$ cat src/hw/rtl/npc_pkg.sv
// shared types, constants and helpers for the nearest palette color unit
`default_nettype none

package npc_pkg;

    // palette geometry
    localparam int PALETTE_SIZE = 16;
    localparam int IDX_W        = (PALETTE_SIZE > 1) ? $clog2(PALETTE_SIZE) : 1;

    // field widths
    localparam int CHAN_W  = 8;
    localparam int COLOR_W = 4;
    localparam int SQ_W    = 2 * CHAN_W;
    localparam int DIST_W  = 18;

    // largest distance three channels can produce
    localparam logic [DIST_W-1:0] MAX_DIST = DIST_W'(3 * ((1 << CHAN_W) - 1) * ((1 << CHAN_W) - 1));

    // request kinds
    localparam logic REQ_WRITE = 1'b0;
    localparam logic REQ_PIXEL = 1'b1;

    // one request as it travels down the chain, with its running best match
    typedef struct packed {
        logic                req_type;
        logic [COLOR_W-1:0]  entry_index;
        logic [CHAN_W-1:0]   red;
        logic [CHAN_W-1:0]   green;
        logic [CHAN_W-1:0]   blue;
        logic [COLOR_W-1:0]  best_index;
        logic [DIST_W-1:0]   best_dist;
    } npc_item_t;

    // low bits of a cell number as a color index, zero filled when narrower
    function automatic logic [COLOR_W-1:0] to_color_index(input logic [IDX_W-1:0] id);
        logic [IDX_W+COLOR_W-1:0] ext;
        ext = {{COLOR_W{1'b0}}, id};
        return ext[COLOR_W-1:0];
    endfunction

    // true when a write index addresses this cell
    function automatic logic index_match(input logic [IDX_W-1:0]   id,
                                         input logic [COLOR_W-1:0] idx);
        logic [IDX_W+COLOR_W-1:0] a;
        logic [IDX_W+COLOR_W-1:0] b;
        a = {{COLOR_W{1'b0}}, id};
        b = {{IDX_W{1'b0}}, idx};
        return a == b;
    endfunction

endpackage

`default_nettype wire

$ cat src/hw/rtl/npc_cell.sv
// one palette entry with its distance and compare stage
`default_nettype none

module npc_cell
    import npc_pkg::*;
(
    input  wire logic             clk,
    input  wire logic             rst_n,
    input  wire logic             advance,
    input  wire logic [IDX_W-1:0] cell_id,
    input  wire logic             in_valid,
    input  wire npc_item_t        in_item,
    output logic                  out_valid,
    output npc_item_t             out_item
);

    logic [3*CHAN_W-1:0] entry_reg;
    logic                valid_reg;
    npc_item_t           item_reg;
    npc_item_t           item_next;

    logic [CHAN_W-1:0]   diff_r;
    logic [CHAN_W-1:0]   diff_g;
    logic [CHAN_W-1:0]   diff_b;
    logic [SQ_W-1:0]     sq_r;
    logic [SQ_W-1:0]     sq_g;
    logic [SQ_W-1:0]     sq_b;
    logic [DIST_W-1:0]   dist_sq;
    logic                wr_hit;

    // absolute channel differences against the stored entry
    always_comb
    begin
        diff_r = (in_item.red >= entry_reg[3*CHAN_W-1:2*CHAN_W])
               ? in_item.red - entry_reg[3*CHAN_W-1:2*CHAN_W]
               : entry_reg[3*CHAN_W-1:2*CHAN_W] - in_item.red;
        diff_g = (in_item.green >= entry_reg[2*CHAN_W-1:CHAN_W])
               ? in_item.green - entry_reg[2*CHAN_W-1:CHAN_W]
               : entry_reg[2*CHAN_W-1:CHAN_W] - in_item.green;
        diff_b = (in_item.blue >= entry_reg[CHAN_W-1:0])
               ? in_item.blue - entry_reg[CHAN_W-1:0]
               : entry_reg[CHAN_W-1:0] - in_item.blue;
    end

    // squared distance
    always_comb
    begin
        sq_r    = diff_r * diff_r;
        sq_g    = diff_g * diff_g;
        sq_b    = diff_b * diff_b;
        dist_sq = DIST_W'(sq_r) + DIST_W'(sq_g) + DIST_W'(sq_b);
    end

    // keep the earlier winner unless this entry is strictly closer
    always_comb
    begin
        item_next = in_item;
        if (in_item.req_type == REQ_PIXEL && dist_sq < in_item.best_dist)
        begin
            item_next.best_index = to_color_index(cell_id);
            item_next.best_dist  = dist_sq;
        end
    end

    assign wr_hit = in_valid && in_item.req_type == REQ_WRITE
                  && index_match(cell_id, in_item.entry_index);

    // palette entry, written as a write request passes
    always_ff @(posedge clk or negedge rst_n)
    begin
        if (!rst_n)
        begin
            entry_reg <= '0;
        end
        else if (advance && wr_hit)
        begin
            entry_reg <= {in_item.red, in_item.green, in_item.blue};
        end
    end

    // stage valid
    always_ff @(posedge clk or negedge rst_n)
    begin
        if (!rst_n)
        begin
            valid_reg <= 1'b0;
        end
        else if (advance)
        begin
            valid_reg <= in_valid;
        end
    end

    // stage payload
    always_ff @(posedge clk)
    begin
        if (advance)
        begin
            item_reg <= item_next;
        end
    end

    assign out_valid = valid_reg;
    assign out_item  = item_reg;

endmodule

`default_nettype wire

$ cat config.mk
export PLATFORM = sky130hd
export DESIGN_NAME = npc_cell
export DESIGN_NICKNAME = d
export VERILOG_FILES = /design/src/hw/rtl/npc_pkg.sv /design/src/hw/rtl/npc_cell.sv
export SDC_FILE = /design/constraint.sdc
export NUM_CORES = 1
export LEC_CHECK = 0
export ABC_AREA = 1
export BUFFER_PORTS_ARGS = -buffer_cell sky130_fd_sc_hd__buf_2
export CELL_PAD_IN_SITES_DETAIL_PLACEMENT = 0
export CELL_PAD_IN_SITES_GLOBAL_PLACEMENT = 1
export CORE_MARGIN = 4
export CORE_UTILIZATION = 47
export DETAILED_ROUTE_END_ITERATION = 16
export PLACE_DENSITY_LB_ADDON = 0.1
export RECOVER_POWER = 50
export SETUP_SLACK_MARGIN = 0.4
export SYNTH_ARGS = -nofsm -noshare
export SYNTH_HDL_FRONTEND = slang
export SYNTH_SLANG_ARGS = --single-unit
$ cat constraint.sdc
create_clock -name clk -period 11.2 [get_ports clk]
set_input_delay 0.56 -clock clk [delete_from_list [all_inputs] [get_ports clk]]
set_output_delay 0.56 -clock clk [all_outputs]
set_load 0.01 [all_outputs]
* After elaboration in Yosys (flattened, before gate mapping)
Index checks and enable logic that the tools add are counted. W data, S select, Z words.
Cells by class: add/subtract/negate cells 8, $mul 3, magnitude comparators 4, eq/ne operators 1, multiplexer cells 4, bitwise operators 1, reduce and logical (&&, ||, !) cells 4
Operators by type and width (count):
- $mul A8 B8 Y16 | 3
- $sub A8 B8 Y8 | 6
- $ge A8 B8 Y1 | 3
- $mux W8 | 3
- $mux W22 | 1
- $add A17 B16 Y18 | 1
- $lt A18 B18 Y1 | 1
- $add A16 B16 Y17 | 1
- $eq A4 B4 Y1 | 1
- $logic_and A1 B1 Y1 | 4
- $not A1 Y1 | 1
Storage, ports and cells: flip-flop bits (word level) 76, bits of input ports 59, output and inout bits 52, word-level logic and storage cells 34

* Longest topological paths before layout
Gate-level depths: netlist (run 1).
word-level depth 8, depth in mapped cells 48, gate-level depth less buffers 46

* Worst setup path after synthesis (run 1)
OpenSTA, ideal clock, no wires.
kind input to register, start input port in_item[38] (netlist name), end register item_reg, in the netlist out_item[9], data pin, setup time 0.252 ns, arrival 7.888 ns, setup slack 3.060 ns, cell stages on the path 41, path buffers 1, path through inv_1 -> ha_1 -> inv_1 -> fa_1 -> nand2_2 -> nand2_2 -> o21ai_4 -> nand2_8 -> nand2_1 -> nand2_4 -> nor2_2 -> inv_2 -> fa_1 -> inv_1 -> fa_1 -> inv_1 -> fa_1 -> fa_1 -> [... 5 more ...] -> inv_1 -> ha_1 -> a21oi_1 -> nand2_1 -> nand3_1 -> nand2_1 -> nand2_1 -> nand2_1 -> nand2_1 -> nand2_1 -> ha_1 -> a21oi_1 -> o21ai_0 -> nor2_1 -> nand4_1 -> buf_2 -> nand2_1 -> nand2_1
RTL lines:
- from (decl) | RTL line npc_cell.sv:12 | input wire npc_item_t in_item,
- to (signal assigned) | RTL line npc_cell.sv:99 | item_reg <= item_next;
- to (decl) | RTL line npc_cell.sv:19 | npc_item_t item_reg;

==> results.ini, run 1 <==
[clock_tree]
htreeDepth = 3
cts.sinks = 76
insertion_delay_ns = 0.35
path_clk_slew_ns = 0.06
hold_buffers = 0
cts-root-buf = clkbuf_16
cts_tree = built
cts_made_buffers = 9
cts_max_path_buffers = 2
cts_resized = 0
postCtsSetupBuffers = 0

[critical_path]
worst-path-max-fanout = 25
rr_endpoint = out_item[12]$_DFFE_PP_
crit_arrival_ns = 9.61
cp-end-kind = register
cp-start-kind = input port
crit_type = input port to register
crit_top_cell = fa_1
reg2reg_from = entry_reg[16]$_DFFE_PN0P_
critical-path-max-stage-delay_ns = 0.82
crit_required_ns = 11.35
r2r_slack_ns = 1.75
crit_slowest_cell = nand4_1
reg2reg_depth = 38

[cells_and_area]
largest_reg_flops = 51
seqCellArea_um2 = 2160
layout.nets = 1845
multi_input_area_um2 = 7810
diodes = 0
fillers = 2380
drive_gt1_share_pct = 10.7
syn_to_final_growth_pct = 9.98
final_cell_mix = inv_1 (340), nand2_1 (309), ha_1 (141)
layout_commonest_cell = inv_1

[sta]
relSlewSlack_pct = -92.2
fin_crit_ns = 9.46
worst_clock_skew_ns = 0.0130
rsz0062_at_grt = false
hold_violations = 0
fmax_ghz = 0.106
fin_crit_sh_pct = 84.5
finalSetupViolations = 0
slew_violations = 79
worst_pin_slew_ns = 2.88
setup_tns_ns = 0

[synthesis]
syn_nets = 1738
synth_top_area_cell = fa_1
ys_seq_area_share_pct = 18.9
syn_area_per_cell_um2 = 8.16
synth_cells = 1399
synth_cell_types = 42
synth_seq_cells = 76
yosys_warnings = 0
synth_top_area_share_pct = 24.4
syn_area_um2 = 11400
synthTopCellsByArea = fa_1 (24%), ha_1 (15%), edfxtp_1 (13%), inv_1 (11%), nand2_1 (10%)

[die]
dieArea_um2 = 26900
rows = 56
fp.dieW_um = 164
initial_utilization_pct = 48.2
io-pin-count = 111
die_h_um = 164
core_area_um2 = 23700

[detailed_routing]
vias = 8601
drc = 0
antenna_left = 0
vias_per_cell = 4.70
wl_per_cell_um = 13.9
first_pass_iters = 5
finalWirelength_mm = 25.5
first_iter_violations = 485

[global_route]
grt_pass1_wl_mm = 43.6
globalRouteTotalUtil_pct = 20.3
grt_overflow = 0
grt_max_degree = 53
antenna_found_initial = 0
grt_pass1_vias = 8824

[place]
portBuffers = 110
gp_congestion = 0.877
dp_hpwl_mm = 22.1

[hold_path]
min_to = out_item[46]$_DFFE_PP_
hp-start = in_item[46]
min_path_cells = 1
holdCritPathClass = input port to register

[outcome]
violations = max-capacitance violations, max-slew violations
status = complete, but fails checks

[job]
drv_cap = 2

==> cell usage after synthesis (all sizes together) <==
cell type	number
dfrtp	25
buf	14
a31oi	1
ha	141
nand2	341
a211oi	1
inv	359
or2	5
a21oi	46
nand4	17
nor3	3
o21ai	43
nor2	119
nand3	41
fa	139
clkbuf	2
and2	1
o21bai	5
xnor2	9
xor2	24
edfxtp	51
a21o	4
o21a	8
==> cell families after synthesis <==
group / after synthesis / synth area share [%]
DFF: 76 / 18.9
xor gates and xnor gates: 33 / 2.53
and+or+nand+nor: 527 / 20.5
AOI/OAI and AO/OA: 108 / 5.56
adders and majority gates: 280 / 39.8
buffers and inverters: 375 / 12.7
==> worst max path at each step <==
stage,endpoint,from,slack [ns],depth (start not counted)
after global placement,out_item[12]$_DFFE_PP_,in_item[38],1.45,40
after floorplan,out_item[9]$_DFFE_PP_,in_item[38],3.06,41
after global routing,out_item[12]$_DFFE_PP_,in_item[22],1.06,37
final,out_item[12]$_DFFE_PP_,in_item[38],1.74,40
after detailed placement,out_item[12]$_DFFE_PP_,in_item[38],1.38,40
after CTS,out_item[12]$_DFFE_PP_,entry_reg[16]$_DFFE_PN0P_,1.72,38
==> critical path, delay by kind of cell <==
kind                     cells  cell delay [ns]
buffers and inverters       10             0.67
AND/OR/NAND/NOR             13             2.12
adder cells (fa/ha/maj)     11             4.81
AO/OA/AOI/OAI                6             1.42
==> through the flow <==
stage / setup slack [ns] / hold slack, ns / util [%] / cells / cell area, µm²
after floorplan: 3.06 / 0.264 / - / 1399 / 11400
after global placement: 1.45 / 0.494 / 51.9 / 1814 / 12300
after detailed placement: 1.38 / 0.509 / 51.9 / 1814 / 12300
after CTS: 1.72 / 0.254 / 53.3 / 1830 / 12600
after global routing: 1.06 / 0.444 / 53.0 / 1830 / 12600
final: 1.74 / 0.444 / 53.0 / 1830 / 12600
==> layer usage <==
| metal | vias to the layer above | global-route usage [%] | share of wire [%] |
|---|---|---|---|
| met1 | 4036 | 29.5 | 50 |
| met4 | 0 | 3.66 | 0.80 |
| met2 | 126 | 33.4 | 46 |
| li1 | 4429 | - | - |
| met3 | 10 | 2.01 | 3.5 |
| met5 | - | 0 | 0 |
==> final cells by class <==
cell class	instances	area share [%]
clock buffer	11	1.93
clock inverter	5	0.677
inverter	359	10.8
multi-input combinational	948	62.2
sequential	76	17.2
tap	319	3.18
timing repair buffer	112	4.02
Power of run 1 is not shown: default switching activity piles up to over one toggle a cycle in this logic, so the estimate is an artifact.
==> run 2, diff against run 1 <==
==> constraint.sdc (replaced) <==
create_clock -name clk -period 8.8 [get_ports clk]
set_input_delay 0.44 -clock clk [delete_from_list [all_inputs] [get_ports clk]]
set_output_delay 0.44 -clock clk [all_outputs]
set_load 0.01 [all_outputs]
==> run 2 against run 1 <==
Net effect:
- the flow still finishes with violations (max-capacitance violations, max-slew violations)
- flip-flop and latch count is the same
- hold slack worse by 0.12 ns
- critical path depth did not move
- first-iteration DRC count fell by 20%
- global-route usage is 0.47 points higher
- sequential share of layout area shrank 1.5 points
- via count is 4.4% higher
- routed wire length increased by 6.6%
- register-to-register slack lost 1.2 ns
- design area up 9.9%
- critical path type is now register to register
==> results.ini, run 2 (synthesis gave the netlist of run 1 again) <==
[critical_path]
crit_slowest_cell = fa_1
crit_arrival_ns = 8.35
critical-path-max-stage-delay_ns = 0.54
crit_required_ns = 8.90
worst-path-max-fanout = 6
cp-end-kind = register
cp_top_family = adder cells
crit_top_cell = fa_1
cp-start-kind = register
path_buf_inv = 12
crit_type = register to register

[cells_and_area]
syn_to_final_growth_pct = 20.9
diodes = 0
layout_commonest_cell = inv_1
final_cell_mix = inv_1 (331), nand2_1 (270), fa_1 (126)
largest_reg_flops = 51
drive_gt1_share_pct = 21.4
fillers = 2320
layout.nets = 1911

[global_route]
globalRouteTotalUtil_pct = 20.7
grt_pass1_wl_mm = 44.5
antenna_found_initial = 0
grt_max_degree = 53
grt_pass1_vias = 8987
grt_overflow = 0

[sta]
worst_clock_skew_ns = 0.0144
fin_crit_sh_pct = 93.8
fmax_ghz = 0.121
hold_violations = 0
finalSetupViolations = 0
fin_crit_ns = 8.25
setup_tns_ns = 0
worst_pin_slew_ns = 3.00
slew_violations = 79
relSlewSlack_pct = -100
rsz0062_at_grt = true

[detailed_routing]
wl_per_cell_um = 14.3
antenna_left = 0
vias = 8979
drc = 0
vias_per_cell = 4.74
first_iter_violations = 390
finalWirelength_mm = 27.2
first_pass_iters = 6

[die]
die_h_um = 164
rows = 56
initial_utilization_pct = 48.2
core_area_um2 = 23700
fp.dieW_um = 164
dieArea_um2 = 26900
io-pin-count = 111

[clock_tree]
insertion_delay_ns = 0.35
cts_made_buffers = 9
cts_max_path_buffers = 2
cts_tree = built
htreeDepth = 3
cts-root-buf = clkbuf_16
cts.sinks = 76
path_clk_slew_ns = 0.07

[outcome]
status = complete, but fails checks
violations = max-capacitance violations, max-slew violations

[job]
drv_cap = 2

[place]
gp_congestion = 0.893
dp_hpwl_mm = 22.3
portBuffers = 110

[hold_path]
holdCritPathClass = input port to register

[run 2: final timing paths]
kind | from | endpoint | slack, ns | cells past startpoint
setup / recovery | entry_reg[16]$_DFFE_PN0P_ | out_item[19]$_DFFE_PP_ | 0.55 | 40
hold / removal | in_item[48] | out_item[48]$_DFFE_PP_ | 0.32 | 1
setup reg to reg | entry_reg[16]$_DFFE_PN0P_ | out_item[19]$_DFFE_PP_ | 0.55 | 40
hold reg to reg | entry_reg[21]$_DFFE_PN0P_ | entry_reg[21]$_DFFE_PN0P_ | 0.52 | 2
max in group asynchronous | rst_n | entry_reg[9]$_DFFE_PN0P_ | 7.39 | 1
min in group asynchronous | rst_n | entry_reg[13]$_DFFE_PN0P_ | 0.48 | 1
[run 2: worst register-to-register path, delay by kind of cell, from the launching register on]
kind	cells	cell delay, ns
flip-flops	1	0.42
AND/OR/NAND/NOR	14	1.63
adder cells (fa/ha/maj)	11	4.53
AO/OA/AOI/OAI	3	0.40
buffers and inverters	12	1.00
[run 2: routing by layer]
| layer | share of wire, % | global-route usage, % | vias to the layer above |
|---|---|---|---|
| met5 | 0 | 0 | - |
| met3 | 3.8 | 2.79 | 14 |
| met2 | 48 | 33.9 | 137 |
| li1 | - | - | 4562 |
| met1 | 48 | 29.9 | 4266 |
| met4 | 0.82 | 3.74 | 0 |
[run 2: per-stage QoR]
step	hold WS [ns]	area (µm²)	util [%]	std cells	setup WS (ns)
finish	0.323	13800	58.3	1896	0.547
detailed placement	0.508	12500	53.0	1848	-0.0388
global route	0.312	13800	58.3	1896	0.247
global placement	0.494	12500	53.0	1848	0.0422
CTS	0.133	13000	54.7	1867	0.381
floorplan	0.144	11400	-	1399	0.780
[run 2: area by class of cell]
| cell class | instances | area (µm²) | share of cell area (%) |
|---|---|---|---|
| tap | 319 | 399 | 2.89 |
| inverter | 359 | 1370 | 9.94 |
| clock buffer | 11 | 243 | 1.76 |
| multi-input combinational | 950 | 8550 | 61.9 |
| sequential | 76 | 2160 | 15.6 |
| clock inverter | 5 | 85.1 | 0.616 |
| timing repair buffer | 176 | 1000 | 7.27 |
[run 2: repair_timing]
action | 4_1_cts | 5_1_grt
setup endpoints to repair | 22 | 22
pin swaps | 5 | 77
gates resized for setup | 9 | 181
buffers inserted | 3 | 26
hold buffers | 0 | 0
hold endpoints to repair | 0 | 0
gates cloned | 0 | 3
Power of run 2 is left out for the same reason.
